## src/hw/rtl/bbfc_pkg.sv

```systemverilog
package bbfc_pkg;

	localparam int IndexW = 7;
	localparam int OrderW = 3;
	localparam int SpaceOrder = 7;

	typedef logic [IndexW-1:0] idx_t;
	typedef logic [OrderW-1:0] ord_t;

	localparam logic STATUS_OK = 1'b0;
	localparam logic STATUS_DOUBLE = 1'b1;

	// controller -> datapath
	typedef struct packed {
		logic load;      // latch aligned, saturated request
		logic rd_buddy;  // read the buddy's mark instead of the block's own
		logic merge;     // clear buddy mark, keep lower index, raise order
		logic set_mark;  // mark the current block free
		logic emit;      // load the result register
		logic dbl;       // result is a double free
	} bbfc_cmd_t;

	// datapath -> controller
	typedef struct packed {
		logic marked;    // selected mark is set
		logic at_top;    // current order is the top order
		logic can_emit;  // result register free or being drained
	} bbfc_sts_t;

endpackage

```

## src/hw/rtl/bbfc_dpath.sv

```systemverilog
module bbfc_dpath #(
	parameter int NUM_ORDERS = 8
) (
	input  logic                clk,
	input  logic                arst_n,
	input  bbfc_pkg::bbfc_cmd_t cmd,
	output bbfc_pkg::bbfc_sts_t sts,
	input  bbfc_pkg::idx_t      in_index,
	input  bbfc_pkg::ord_t      in_order,
	input  logic                out_ready,
	output logic                out_valid,
	output bbfc_pkg::idx_t      out_index,
	output bbfc_pkg::ord_t      out_order,
	output logic                out_status
);

	localparam int TopInt = (NUM_ORDERS - 1 < bbfc_pkg::SpaceOrder) ?
		(NUM_ORDERS - 1) : bbfc_pkg::SpaceOrder;
	localparam int Rows = TopInt + 1;
	localparam int RowW = $clog2(Rows);
	localparam int Bits = 1 << bbfc_pkg::IndexW;
	localparam bbfc_pkg::ord_t TopOrd = bbfc_pkg::OrderW'(TopInt);

	logic [Bits-1:0] marks_q [Rows];
	bbfc_pkg::idx_t idx_q;
	bbfc_pkg::ord_t ord_q;
	bbfc_pkg::idx_t out_index_q;
	bbfc_pkg::ord_t out_order_q;
	logic out_status_q;
	logic out_valid_q;

	bbfc_pkg::ord_t sat_ord;
	bbfc_pkg::idx_t aligned_idx;
	bbfc_pkg::idx_t ord_bit;
	bbfc_pkg::idx_t buddy;
	bbfc_pkg::idx_t rd_idx;
	logic [RowW-1:0] row;

	// saturate order, drop index bits below the block's alignment
	assign sat_ord = (in_order > TopOrd) ? TopOrd : in_order;
	assign aligned_idx = in_index & (bbfc_pkg::idx_t'('1) << sat_ord);

	assign ord_bit = bbfc_pkg::idx_t'(1) << ord_q;
	assign buddy = idx_q ^ ord_bit;
	assign rd_idx = cmd.rd_buddy ? buddy : idx_q;
	assign row = ord_q[RowW-1:0];

	assign sts.marked = marks_q[row][rd_idx];
	assign sts.at_top = (ord_q == TopOrd);
	assign sts.can_emit = !out_valid_q || out_ready;

	always_ff @(posedge clk) begin
		if (cmd.load) begin
			idx_q <= aligned_idx;
			ord_q <= sat_ord;
		end else if (cmd.merge) begin
			idx_q <= idx_q & ~ord_bit;
			ord_q <= ord_q + bbfc_pkg::ord_t'(1);
		end
	end

	always_ff @(posedge clk or negedge arst_n) begin
		if (!arst_n) begin
			for (int r = 0; r < Rows; r++) begin
				marks_q[r] <= '0;
			end
		end else if (cmd.merge) begin
			marks_q[row][buddy] <= 1'b0;
		end else if (cmd.set_mark) begin
			marks_q[row][idx_q] <= 1'b1;
		end
	end

	always_ff @(posedge clk) begin
		if (cmd.emit) begin
			out_index_q <= idx_q;
			out_order_q <= ord_q;
			out_status_q <= cmd.dbl ? bbfc_pkg::STATUS_DOUBLE : bbfc_pkg::STATUS_OK;
		end
	end

	always_ff @(posedge clk or negedge arst_n) begin
		if (!arst_n) begin
			out_valid_q <= 1'b0;
		end else if (cmd.emit) begin
			out_valid_q <= 1'b1;
		end else if (out_ready) begin
			out_valid_q <= 1'b0;
		end
	end

	assign out_valid = out_valid_q;
	assign out_index = out_index_q;
	assign out_order = out_order_q;
	assign out_status = out_status_q;

	a_merge_climbs: assert property (@(posedge clk) disable iff (!arst_n)
		cmd.merge |=> ord_q == $past(ord_q) + bbfc_pkg::ord_t'(1))
		else $error("merge did not raise order");

	a_emit_slot: assert property (@(posedge clk) disable iff (!arst_n)
		cmd.emit |-> !out_valid_q || out_ready)
		else $error("result overwritten before taken");

	a_merge_clears: assert property (@(posedge clk) disable iff (!arst_n)
		cmd.merge |=> !marks_q[$past(row)][$past(buddy)])
		else $error("buddy mark not cleared");

endmodule

```

## config.mk

```make
export PLATFORM = sky130hd
export DESIGN_NAME = bbfc_dpath
export DESIGN_NICKNAME = d
export VERILOG_FILES = /design/src/hw/rtl/bbfc_pkg.sv /design/src/hw/rtl/bbfc_dpath.sv
export SDC_FILE = /design/constraint.sdc
export NUM_CORES = 2
export LEC_CHECK = 0
export BUFFER_PORTS_ARGS = -buffer_cell sky130_fd_sc_hd__buf_2
export CAP_MARGIN = 20
export CORE_MARGIN = 10
export CORE_UTILIZATION = 55
export DETAILED_ROUTE_END_ITERATION = 12
export PLACE_DENSITY = 0.73
export SYNTH_ARGS = -nofsm -noshare
export SYNTH_HDL_FRONTEND = slang
export SYNTH_SLANG_ARGS = --single-unit
```

## constraint.sdc

```tcl
create_clock -name clk -period 3.9 [get_ports clk]
set_input_delay 0.585 -clock clk [delete_from_list [all_inputs] [get_ports clk]]
set_output_delay 0.585 -clock clk [all_outputs]
set_load 0.02 [all_outputs]
```

==> flow_metrics.tcl <==
set metrics [dict create \
    syn_area_um2 51870 \
    worstMarginPinSlew_ns 1.271 \
    synth.largest_area_cell "dfrtp_1" \
    setup_viol 1 \
    yosysMostFrequentCell "o21ai_0" \
    cts.root.buffer_cell "clkbuf_16" \
    internal-power_uw 19860 \
    io_buffers 33 \
    synth_area_leaders "dfrtp_1 (49%), o21ai_0 (19%), a21oi_1 (5.5%), nand2_1 (2.5%), mux2i_1 (2.4%)" \
    clk_latency_ns 0.74 \
    ys.warnings.count 0 \
    clk_pin_slew_ns 0.06 \
    syn_avg_cell_area_um2 9.156 \
    drive_gt1_frac 0.1615 \
    netSwitchingFraction 0.3230 \
    tns_ns -1.096 \
    syn_nets 5697 \
    n_fill_cell 7606 \
    crit_path_end_kind "output port" \
    hpwl_um 152900 \
    pwr-share-clk 0.387 \
    p_leak_uw 0.02421 \
    cp.required_ns 3.31 \
    vias 53740 \
    fin_skew_ns 0.02603 \
    rsz0062_at_grt "yes" \
    p_per_area_nw_per_um2 478.9 \
    final_cells 7241 \
    first_pass_iters 9 \
    rows 112 \
    ios 34 \
    violations "setup timing" \
    drv_cap 0 \
    fp.coreArea_um2 93470 \
    criticalPathCategory "flop to output port" \
    via_per_inst 7.422 \
    syn2layout_area_growth_pct 18.08 \
    synth_top_cell_area_share 0.4945 \
    grt_pass1_vias 51160 \
    multi_input_area_um2 23870 \
    layout_setup_ws_ns -1.096 \
    max_slew_margin 0.1528 \
    die_area_um2 107000 \
    synthArstFlopShare 0.9799 \
    wl_um 234900 \
    grt_usage 0.4264 \
    drt_iter0_drc 8956 \
    initial_core_util 0.5549 \
    cts_sinks 1046 \
    report.final.slew_viol_count 0 \
    cts_tree "yes" \
    grt_pass1_wl_um 344100 \
    hold_path.class "input port to flop" \
    status "complete, but fails checks" \
    antenna_found_initial 7 \
    drc 0 \
    die_y_um 327.1 \
    synth-main-ff-cell "dfrtp_1" \
    fmax_mhz 200.2 \
    gr-total-overflow 0 \
    seq_area_um2 26280 \
    start_kind "flop" \
    period_needed_ns 4.996 \
    syn_inst 5665 \
    seqPwrFrac 0.386 \
    fin_crit_sh 1.281 \
    die_w_um 327.1 \
    cts_max_path_buffers 3 \
    grt_start_max_net_pins 150 \
    comb_power_share 0.227 \
    vdd_drop_max_mv 0.3910 \
    synth_cell_types 83 \
    gp_congestion 1.071 \
    layout.nets 5916 \
    routedWlPerCell_um 32.44 \
    p_sw_uw 9473 \
    ys_top_cells_by_count "o21ai_0 (1,974), dfrtp_1 (1,025), a21oi_1 (566), nand2_1 (345), clkbuf_1 (327)" \
    hold_violations 0 \
    crit_fanout 13 \
    cp.arrival_ns 4.41 \
    cts_made_buffers 111 \
    cts_htree_levels 3 \
    ys_seq_area_frac 0.5067 \
    ant_nets 0 \
    dpl.cell_count 7004 \
    ys_ff_latch 1046 \
    synth_edf_count 21 \
]
registers in the layout (all words and copies together), names as in the netlist:
register / cells
marks_q: 1024
idx_q: 7
out_index: 7
ord_q: 3
out_order: 3
out_status: 1
out_valid: 1
layer usage:
layer  track usage  vias up  part of all wire
met1        0.5215    25870              0.34
li1              -    21540                 -
met5     0.0009050        -           0.00036
met3        0.1769     1512              0.16
met2        0.5957     4818              0.40
met4        0.3223        8             0.099
power groups by stage:
stage / logic, uW / registers [uW] / clock network [uW]
floorplan: 2690 / 11500 / 0
global placement: 5940 / 11500 / 0
detailed placement: 5960 / 11500 / 0
CTS: 6170 / 11300 / 11300
global route: 6630 / 11300 / 11800
finish: 6660 / 11300 / 11300
critical path: stages (launching register included):
cell and delay [ns]:
edfxtp_1 0.42, buf_6 0.16, inv_8 0.06, ha_4 0.14, nand2_4 0.05, ha_4 0.28, nor2b_4 0.04, buf_6 0.11
nor2_4 0.22, buf_12 0.15, buf_12 0.14, buf_4 0.16, o21ai_0 0.08, a211oi_1 0.58, nor4_1 0.10, a2bb2oi_1 0.17
nor3_2 0.25, o211ai_1 0.18, o311a_4 0.21, buf_6 0.15
layout make-up:
cell class              count  share of cell area
diodes                      6           0.0002452
clock buffers             171             0.05633
clock inverters            39            0.007498
inverters                  11           0.0008172
multi-input cells        4124              0.3898
flip-flops and latches   1046              0.4291
well taps                1254             0.02562
repair buffers            590             0.09059
logic make-up (layout without fill, tap and decap cells):
logic type                 Yosys count  count (layout)  synth area share
muxes                              212             212           0.04904
DFF                               1046            1046            0.5067
and+or+nand+nor                    846             846           0.07095
AOI/OAI and AO/OA                 3053            3053            0.3265
adders and majority gates           13              13          0.003136
other                                0               6                 0
buffers and inverters              495             811           0.04364
worst paths after layout:
check,cells after the start,to,slack (ns),start
setup / recovery,19,sts[2],-1.10,ord_q[0]
hold / removal,1,out_status,0.03,cmd[0]
setup reg to reg,13,marks_q[10],0.26,ord_q[1]
hold reg to reg,1,marks_q[1015],0.49,marks_q[1015]
max in group asynchronous,3,marks_q[914],2.11,arst_n
min in group asynchronous,2,marks_q[883],0.53,arst_n
per-stage QoR:
stage                     power [uW]  area, um^2    util  worst slack, ns  hold WS, ns
after floorplan                14170       52050       -          -0.1085       0.2894
after global placement         17450       56720  0.6068          -0.5301       0.4732
after detailed placement       17480       56730  0.6070          -0.5786       0.4768
after CTS                      28790       61150  0.6542          -0.8783      0.02939
after global routing           29730       61230  0.6551           -1.046      0.02181
final                          29330       61240  0.6552           -1.096      0.02865
what timing repair did:
action,CTS,global route
hold buffers,1,0
resized for setup,71,8
cloned,2,0
endpoints found under the hold margin,47,0
pin swaps,32,5
setup endpoints to repair,1,1
buffers inserted,17,3
cells in the final DEF, fill, tap and decap left out, types with 21 or more instances in the layout:
master / synthesis / routed
a21oi_1: 566 / 560
a221o_1: 22 / 22
a221oi_1: 111 / 101
a22o_1: 41 / 41
a22oi_1: 60 / 59
a31oi_1: 71 / 67
buf_12: 0 / 83
buf_2: 78 / 30
buf_4: 32 / 458
clkbuf_1: 327 / 21
clkbuf_16: 0 / 116
clkbuf_8: 0 / 34
dfrtp_1: 1025 / 1025
edfxtp_1: 21 / 21
mux2_2: 53 / 53
mux2i_1: 124 / 122
mux4_2: 26 / 26
nand2_1: 345 / 336
nand3_1: 84 / 84
nor2_1: 265 / 259
o211ai_1: 28 / 28
o21ai_0: 1974 / 1967
o22a_1: 54 / 54
No activity file was read; power rests on OpenSTA's default activity.
