### src/hw/rtl/bbfc_pkg.sv
package bbfc_pkg;

	localparam int IndexW = 7;
	localparam int OrderW = 3;
	localparam int SpaceOrder = 7;

	typedef logic [IndexW-1:0] idx_t;
	typedef logic [OrderW-1:0] ord_t;

	localparam logic STATUS_OK = 1'b0;
	localparam logic STATUS_DOUBLE = 1'b1;

	// controller -> datapath
	typedef struct packed {
		logic load;      // latch aligned, saturated request
		logic rd_buddy;  // read the buddy's mark instead of the block's own
		logic merge;     // clear buddy mark, keep lower index, raise order
		logic set_mark;  // mark the current block free
		logic emit;      // load the result register
		logic dbl;       // result is a double free
	} bbfc_cmd_t;

	// datapath -> controller
	typedef struct packed {
		logic marked;    // selected mark is set
		logic at_top;    // current order is the top order
		logic can_emit;  // result register free or being drained
	} bbfc_sts_t;

endpackage

### src/hw/rtl/bbfc_ctrl.sv
module bbfc_ctrl (
	input  logic                clk,
	input  logic                arst_n,
	input  logic                in_valid,
	output logic                in_ready,
	input  bbfc_pkg::bbfc_sts_t sts,
	output bbfc_pkg::bbfc_cmd_t cmd
);

	localparam logic [1:0] ST_IDLE  = 2'd0;
	localparam logic [1:0] ST_CHECK = 2'd1;
	localparam logic [1:0] ST_CLIMB = 2'd2;

	logic [1:0] state_q;
	logic [1:0] state_d;

	assign in_ready = (state_q == ST_IDLE);

	always_comb begin
		state_d = state_q;
		cmd = '0;
		case (state_q)
			ST_IDLE: begin
				if (in_valid) begin
					cmd.load = 1'b1;
					state_d = ST_CHECK;
				end
			end
			ST_CHECK: begin
				if (sts.marked) begin
					// double free: report, touch no mark
					if (sts.can_emit) begin
						cmd.emit = 1'b1;
						cmd.dbl = 1'b1;
						state_d = ST_IDLE;
					end
				end else begin
					state_d = ST_CLIMB;
				end
			end
			ST_CLIMB: begin
				cmd.rd_buddy = 1'b1;
				if (!sts.at_top && sts.marked) begin
					cmd.merge = 1'b1;
				end else if (sts.can_emit) begin
					cmd.set_mark = 1'b1;
					cmd.emit = 1'b1;
					state_d = ST_IDLE;
				end
			end
			default: begin
				state_d = ST_IDLE;
			end
		endcase
	end

	always_ff @(posedge clk or negedge arst_n) begin
		if (!arst_n) begin
			state_q <= ST_IDLE;
		end else begin
			state_q <= state_d;
		end
	end

	a_load_idle: assert property (@(posedge clk) disable iff (!arst_n)
		cmd.load |-> state_q == ST_IDLE)
		else $error("load outside idle");

	a_no_merge_top: assert property (@(posedge clk) disable iff (!arst_n)
		cmd.merge |-> !sts.at_top)
		else $error("merge at top order");

	a_emit_leaves: assert property (@(posedge clk) disable iff (!arst_n)
		cmd.emit |=> state_q == ST_IDLE)
		else $error("emit did not return to idle");

endmodule

### config.mk
export PLATFORM = sky130hd
export DESIGN_NAME = bbfc_ctrl
export DESIGN_NICKNAME = d
export VERILOG_FILES = /design/src/hw/rtl/bbfc_pkg.sv /design/src/hw/rtl/bbfc_ctrl.sv
export SDC_FILE = /design/constraint.sdc
export NUM_CORES = 1
export LEC_CHECK = 0
export CORE_AREA = 2 2 39 41
export CTS_BUF_LIST = sky130_fd_sc_hd__clkbuf_8
export DETAILED_ROUTE_END_ITERATION = 7
export DIE_AREA = 0 0 41 43
export DONT_BUFFER_PORTS = 1
export GPL_ROUTABILITY_DRIVEN = 1
export PLACE_DENSITY = 0.37
export SYNTH_ARGS = -nofsm -noshare
export SYNTH_HDL_FRONTEND = slang
export SYNTH_SLANG_ARGS = --single-unit
### constraint.sdc
create_clock -name clk -period 1.55 [get_ports clk]
set_clock_uncertainty 0.05 [all_clocks]
set_input_delay 0.0775 -clock clk [delete_from_list [all_inputs] [get_ports clk]]
set_output_delay 0.0775 -clock clk [all_outputs]
set_load 0.1 [all_outputs]
==> impl_metrics.yaml, run 1 <==
cts:
  clockBufferDepth: 2
  path_clk_slew_ns: 0.03
  clock_latency_ns: 0.22
  cts.sinks: 2
  cts-root-buf: "clkbuf_8"
  cts_tree: "built"
  h-tree-depth: 1
  numCtsBuffers: 3
floorplanning:
  start_util_pct: 18.1
  die-height_um: 43
  rows: 14
  io_pins: 13
  coreArea_mm2: 0.00138
  die_w_um: 41
  dieArea_mm2: 0.00176
worst_hold_path:
  hold_class: "in2async"
cells_and_area:
  multi_input_area_um2: 246
  diodes: 0
  final_core_util_pct: 35.4
  regArea_um2: 51.3
  fillCellCount: 143
  largest_registers: "state_q (2)"
  largest_reg_flops: 2
  final_nets: 54
  registers.top_by_ff_count: "state_q"
  drive_gt1_share_pct: 71.4
  areaGrowthSynthToFinish_pct: 96.0
route:
  initialDrtViolationCount: 0
  drc: 0
  dr_total_vias: 255
  routed_wl_um: 730
  via_per_inst: 4.40
  wl_per_cell_um: 12.6
  first_pass_iters: 1
  ant_nets: 0
run_status:
  status: "complete, no violations"
job:
  maxCapViolCount: 0
sta:
  rsz0062_at_grt: "true"
  fmax_ghz: 0.651
  worst_pin_slew_ns: 0.291
  setup-violations-final: 0
  report.final.slew_viol_count: 0
  setup_tns_ns: 0
  hold_violations: 0
  post-route-period-util_pct: 99.1
  layout_setup_ws_ns: 0.0138
  slew_headroom_pct: 80.7
  min_period_ns: 1.54
global_route:
  grt_pass1_wl_um: 1130
  grt.total_usage_pct: 9.91
  antenna_found_initial: 0
  grt-ovfl-total: 0
  grt_pass1_vias: 266
  grt_max_degree: 6
critical_path:
  end_kind: "register"
  setup.worst_path.start_class: "register"
  required_ns: 1.59
  slowest_stage: "dfrtp_1"
  r2r_setup_slack_ns: 0.01
  cp_max_fo: 5
  crit_type: "reg2reg"
  cpPeakStageDelay_ns: 0.40
  crit_arrival_ns: 1.58
  path_cells: "buf_6 -> ha_4 -> and3b_4 -> o21bai_4 -> mux2_4"
placement:
  hpwlAfterDp_um: 500
  io_buffers: 0
  gp_congestion: 0.631
  dp_slack_ns: 0.0378
synth:
  syn_inst: 26
  post_synth_num_cell_types: 14
  yosys_warnings: 0
  syn-cell-area_um2: 250
  syn_nets: 36
  synth_area_per_cell_um2: 9.62
  yosysSeqAreaShare_pct: 20.0
  synth-seq-cells: 2
[critical path: cells and delay by family, from the launching register on]
family                   cells  cell delay (ns)
AO/OA/AOI/OAI                1             0.18
flip-flops                   1             0.40
AND/OR/NAND/NOR              1             0.18
multiplexers                 1             0.30
adder cells (fa/ha/maj)      1             0.17
buffers and inverters        1             0.14
[cell usage after synthesis]
cell type | n | area [um^2]
inv_1 | 4 | 15.0
a211oi_1 | 3 | 22.5
dfrtp_1 | 2 | 50.1
a21oi_1 | 1 | 5.00
and2_1 | 1 | 6.26
and3_1 | 1 | 6.26
o21a_1 | 1 | 7.51
nand2b_1 | 3 | 18.8
mux2_4 | 2 | 30.0
and3b_4 | 1 | 12.5
o21bai_4 | 1 | 18.8
nor2_1 | 1 | 3.75
nand2_1 | 1 | 3.75
ha_1 | 4 | 50.1
[kinds of logic (layout without fill, tap and decap cells)]
kind of cell	count (synthesis)	after routing	synth area share [%]
and+or+nand+nor	8	8	20.5
AOI/OAI and AO/OA	6	6	21.5
adders and majority gates	4	4	20.0
buffers and inverters	4	20	6.00
muxes	2	2	12.0
DFF	2	2	20.0
[final cells by class]
class	count	area share (%)
repair buffers	13	23.7
inverters	4	3.06
well taps	16	4.08
clock buffers	3	8.42
flip-flops and latches	2	10.5
multi-input cells	20	50.3
[per-layer routing]
metal,vias up,part of all wire [%],track usage [%]
met5,-,0,0
met4,0,3.4,8.00
met3,2,6.8,3.14
met2,9,55,14.7
met1,122,35,10.8
li1,122,-,-
[repair_timing]
item	CTS	global route
resized for setup	4	3
endpoints found under the setup margin	3	5
setup buffers	3	2
pin swaps	0	2
hold endpoints to repair	2	0
hold buffers	1	0
[final timing paths]
path | startpoint | to | depth (start not counted)
max in group asynchronous | arst_n | state_q[0]$_DFFE_PN0P_ | 1
setup / recovery | state_q[1]$_DFFE_PN0P_ | state_q[1]$_DFFE_PN0P_ | 5
min in group clk | in_valid | state_q[0]$_DFFE_PN0P_ | 2
hold reg to reg | state_q[1]$_DFFE_PN0P_ | state_q[1]$_DFFE_PN0P_ | 3
setup reg to reg | state_q[1]$_DFFE_PN0P_ | state_q[1]$_DFFE_PN0P_ | 5
hold / removal | arst_n | state_q[0]$_DFFE_PN0P_ | 1
[metrics by stage]
step,instance area (um^2),instances,hold slack [ns]
global placement,375,49,-0.268
global route,490,58,0.0501
finish,490,58,0.0450
detailed placement,375,49,-0.268
floorplan,290,26,-0.268
CTS,463,56,0.0517
[placed cells by master, fill, tap and decap left out]
cell and count:
a21oi_4 1, mux2_4 2, ha_4 2, inv_2 2
dlygate4sd3_1 1, o21bai_4 1, buf_12 1, nand2b_1 3
and3_4 1, ha_2 1, dfrtp_2 1, o21a_4 1
ha_1 1, a211oi_1 3, and3b_4 1, buf_4 10
dfrtp_1 1, clkbuf_8 3, nand2_4 1, nor2_1 1
inv_1 2, buf_6 1, and2_4 1
Power of run 1 is not shown: default switching activity piles up to over one toggle a cycle in this logic, so the estimate is an artifact.
==> inputs of run 2 (changes only) <==
--- a/config.mk
+++ b/config.mk
@@ -5,6 +5,7 @@
 export SDC_FILE = /design/constraint.sdc
 export NUM_CORES = 1
 export LEC_CHECK = 0
+export CAP_MARGIN = 15
 export CORE_AREA = 2 2 39 41
 export CTS_BUF_LIST = sky130_fd_sc_hd__clkbuf_8
 export DETAILED_ROUTE_END_ITERATION = 7
@@ -12,6 +13,7 @@
 export DONT_BUFFER_PORTS = 1
 export GPL_ROUTABILITY_DRIVEN = 1
 export PLACE_DENSITY = 0.37
+export SETUP_SLACK_MARGIN = 0.4
 export SYNTH_ARGS = -nofsm -noshare
 export SYNTH_HDL_FRONTEND = slang
 export SYNTH_SLANG_ARGS = --single-unit
==> run 2 against run 1 <==
Effect of this change:
- maximum frequency is 0.34% lower
- register-to-register slack hardly changed
- die area stayed put
- final cell count is 1.7% lower
- design area is 6.1% higher
- core utilization is 2.2 points higher
- worst hold slack better by 0.010 ns
- sequential cell count stayed put
- largest cell class unchanged
- sequential share of layout area is 0.36 points lower
- critical path depth stayed put
==> impl_metrics.yaml, run 2 (synthesis gave the netlist of run 1 again) <==
critical_path:
  timing.rr.end: "state_q[1]$_DFFE_PN0P_"
  setup.worst_path.start_class: "register"
  crit_start: "state_q[1]$_DFFE_PN0P_"
  r2r_setup_slack_ns: 0.009
  crit_type: "reg2reg"
  end_kind: "register"
  crit_end: "state_q[1]$_DFFE_PN0P_"
  required_ns: 1.59
  crit_arrival_ns: 1.58
  cp_max_fo: 5
  r2r-start: "state_q[1]$_DFFE_PN0P_"
  reg2reg_depth: 5
sta:
  setup_tns_ns: 0
  slew_headroom_pct: 80.8
  min_period_ns: 1.54
  layout_setup_ws_ns: 0.00860
  rsz0062_at_grt: "true"
  report.final.slew_viol_count: 0
  hold_violations: 0
  whs_ns: 0.0550
  worst_pin_slew_ns: 0.289
  fmax_ghz: 0.649
  setup-violations-final: 0
  post-route-period-util_pct: 99.4
floorplanning:
  dieArea_mm2: 0.00176
  rows: 14
  start_util_pct: 18.1
  coreArea_mm2: 0.00138
  die_w_um: 41
  io_pins: 13
  die-height_um: 43
route:
  first_pass_iters: 2
  ant_nets: 0
  wl_per_cell_um: 12.1
  routed_wl_um: 692
  initialDrtViolationCount: 1
  dr_total_vias: 245
  drc: 0
  via_per_inst: 4.30
cells_and_area:
  regArea_um2: 52.6
  largest_registers: "state_q (2)"
  registers.top_by_ff_count: "state_q"
  final_nets: 53
  largest_reg_flops: 2
  layout_common_cells: "buf_4 (4), buf_6 (4)"
  diodes: 0
  fillCellCount: 144
  areaGrowthSynthToFinish_pct: 108
  multi_input_area_um2: 246
  final_core_util_pct: 37.6
  drive_gt1_share_pct: 70.7
cts:
  cts.sinks: 2
  clock_latency_ns: 0.21
  h-tree-depth: 1
  cts_tree: "built"
  path_clk_slew_ns: 0.03
  cts-root-buf: "clkbuf_8"
  numCtsBuffers: 3
  clockBufferDepth: 2
placement:
  io_buffers: 0
  dp_slack_ns: -0.0243
  gp_congestion: 0.619
  hpwlAfterDp_um: 556
global_route:
  grt_pass1_vias: 278
  grt_pass1_wl_um: 1120
  grt-ovfl-total: 0
  antenna_found_initial: 0
  grt_max_degree: 6
  grt.total_usage_pct: 9.80
run_status:
  status: "complete, no violations"
worst_hold_path:
  hold_class: "in2async"
job:
  maxCapViolCount: 0
[run 2: changes by cell type in the layout (fill, tap and decap cells not counted)]
cell     before  now
inv_2         2    1
buf_4        10    4
dfrtp_1       1    0
buf_12        1    3
buf_6         1    4
inv_1         2    3
dfrtp_2       1    2
[run 2: stage by stage]
stage / instance area [um^2] / instances
6_report: 520 / 57
5_1_grt: 520 / 57
4_1_cts: 492 / 56
3_5_place_dp: 379 / 49
3_3_place_gp: 379 / 49
2_1_floorplan: 294 / 26
[run 2: how the worst min path moves through the flow]
stage / start / to / slack (ns) / depth (start not counted)
3_3_place_gp: arst_n / state_q[1]$_DFFE_PN0P_ / -0.27 / 0
3_5_place_dp: arst_n / state_q[1]$_DFFE_PN0P_ / -0.27 / 0
4_1_cts: arst_n / state_q[0]$_DFFE_PN0P_ / 0.06 / 1
2_1_floorplan: arst_n / state_q[0]$_DFFE_PN0P_ / -0.27 / 0
5_1_grt: arst_n / state_q[1]$_DFFE_PN0P_ / 0.06 / 1
6_report: arst_n / state_q[0]$_DFFE_PN0P_ / 0.06 / 1
[run 2: per-layer routing]
metal	vias to the layer above	GRT usage (%)	part of all wire, %
met2	6	15.6	58
met1	118	9.52	38
met4	0	10.0	1.2
met3	2	1.57	3.2
met5	-	0	0
li1	119	-	-
[run 2: timing repair]
action | in CTS | in global routing
hold buffers | 1 | 0
buffers inserted | 3 | 1
gates resized for setup | 10 | 5
setup endpoints to repair | 9 | 9
endpoints found under the hold margin | 2 | 0
pin swaps | 1 | 0
cloned | 0 | 0
[run 2: final cells by class]
class	count	share of cell area, %
clock buffer	3	7.93
sequential	2	10.1
tap	16	3.85
timing repair buffer	12	27.9
multi-input combinational	20	47.4
inverter	4	2.88
[run 2: worst max-delay path, stage by stage, from the launching register on]
cell	delay [ns]
dfrtp_2	0.42
buf_6	0.13
ha_4	0.17
and3b_4	0.18
o21bai_4	0.18
mux2_4	0.29
Power of run 2 is left out for the same reason.
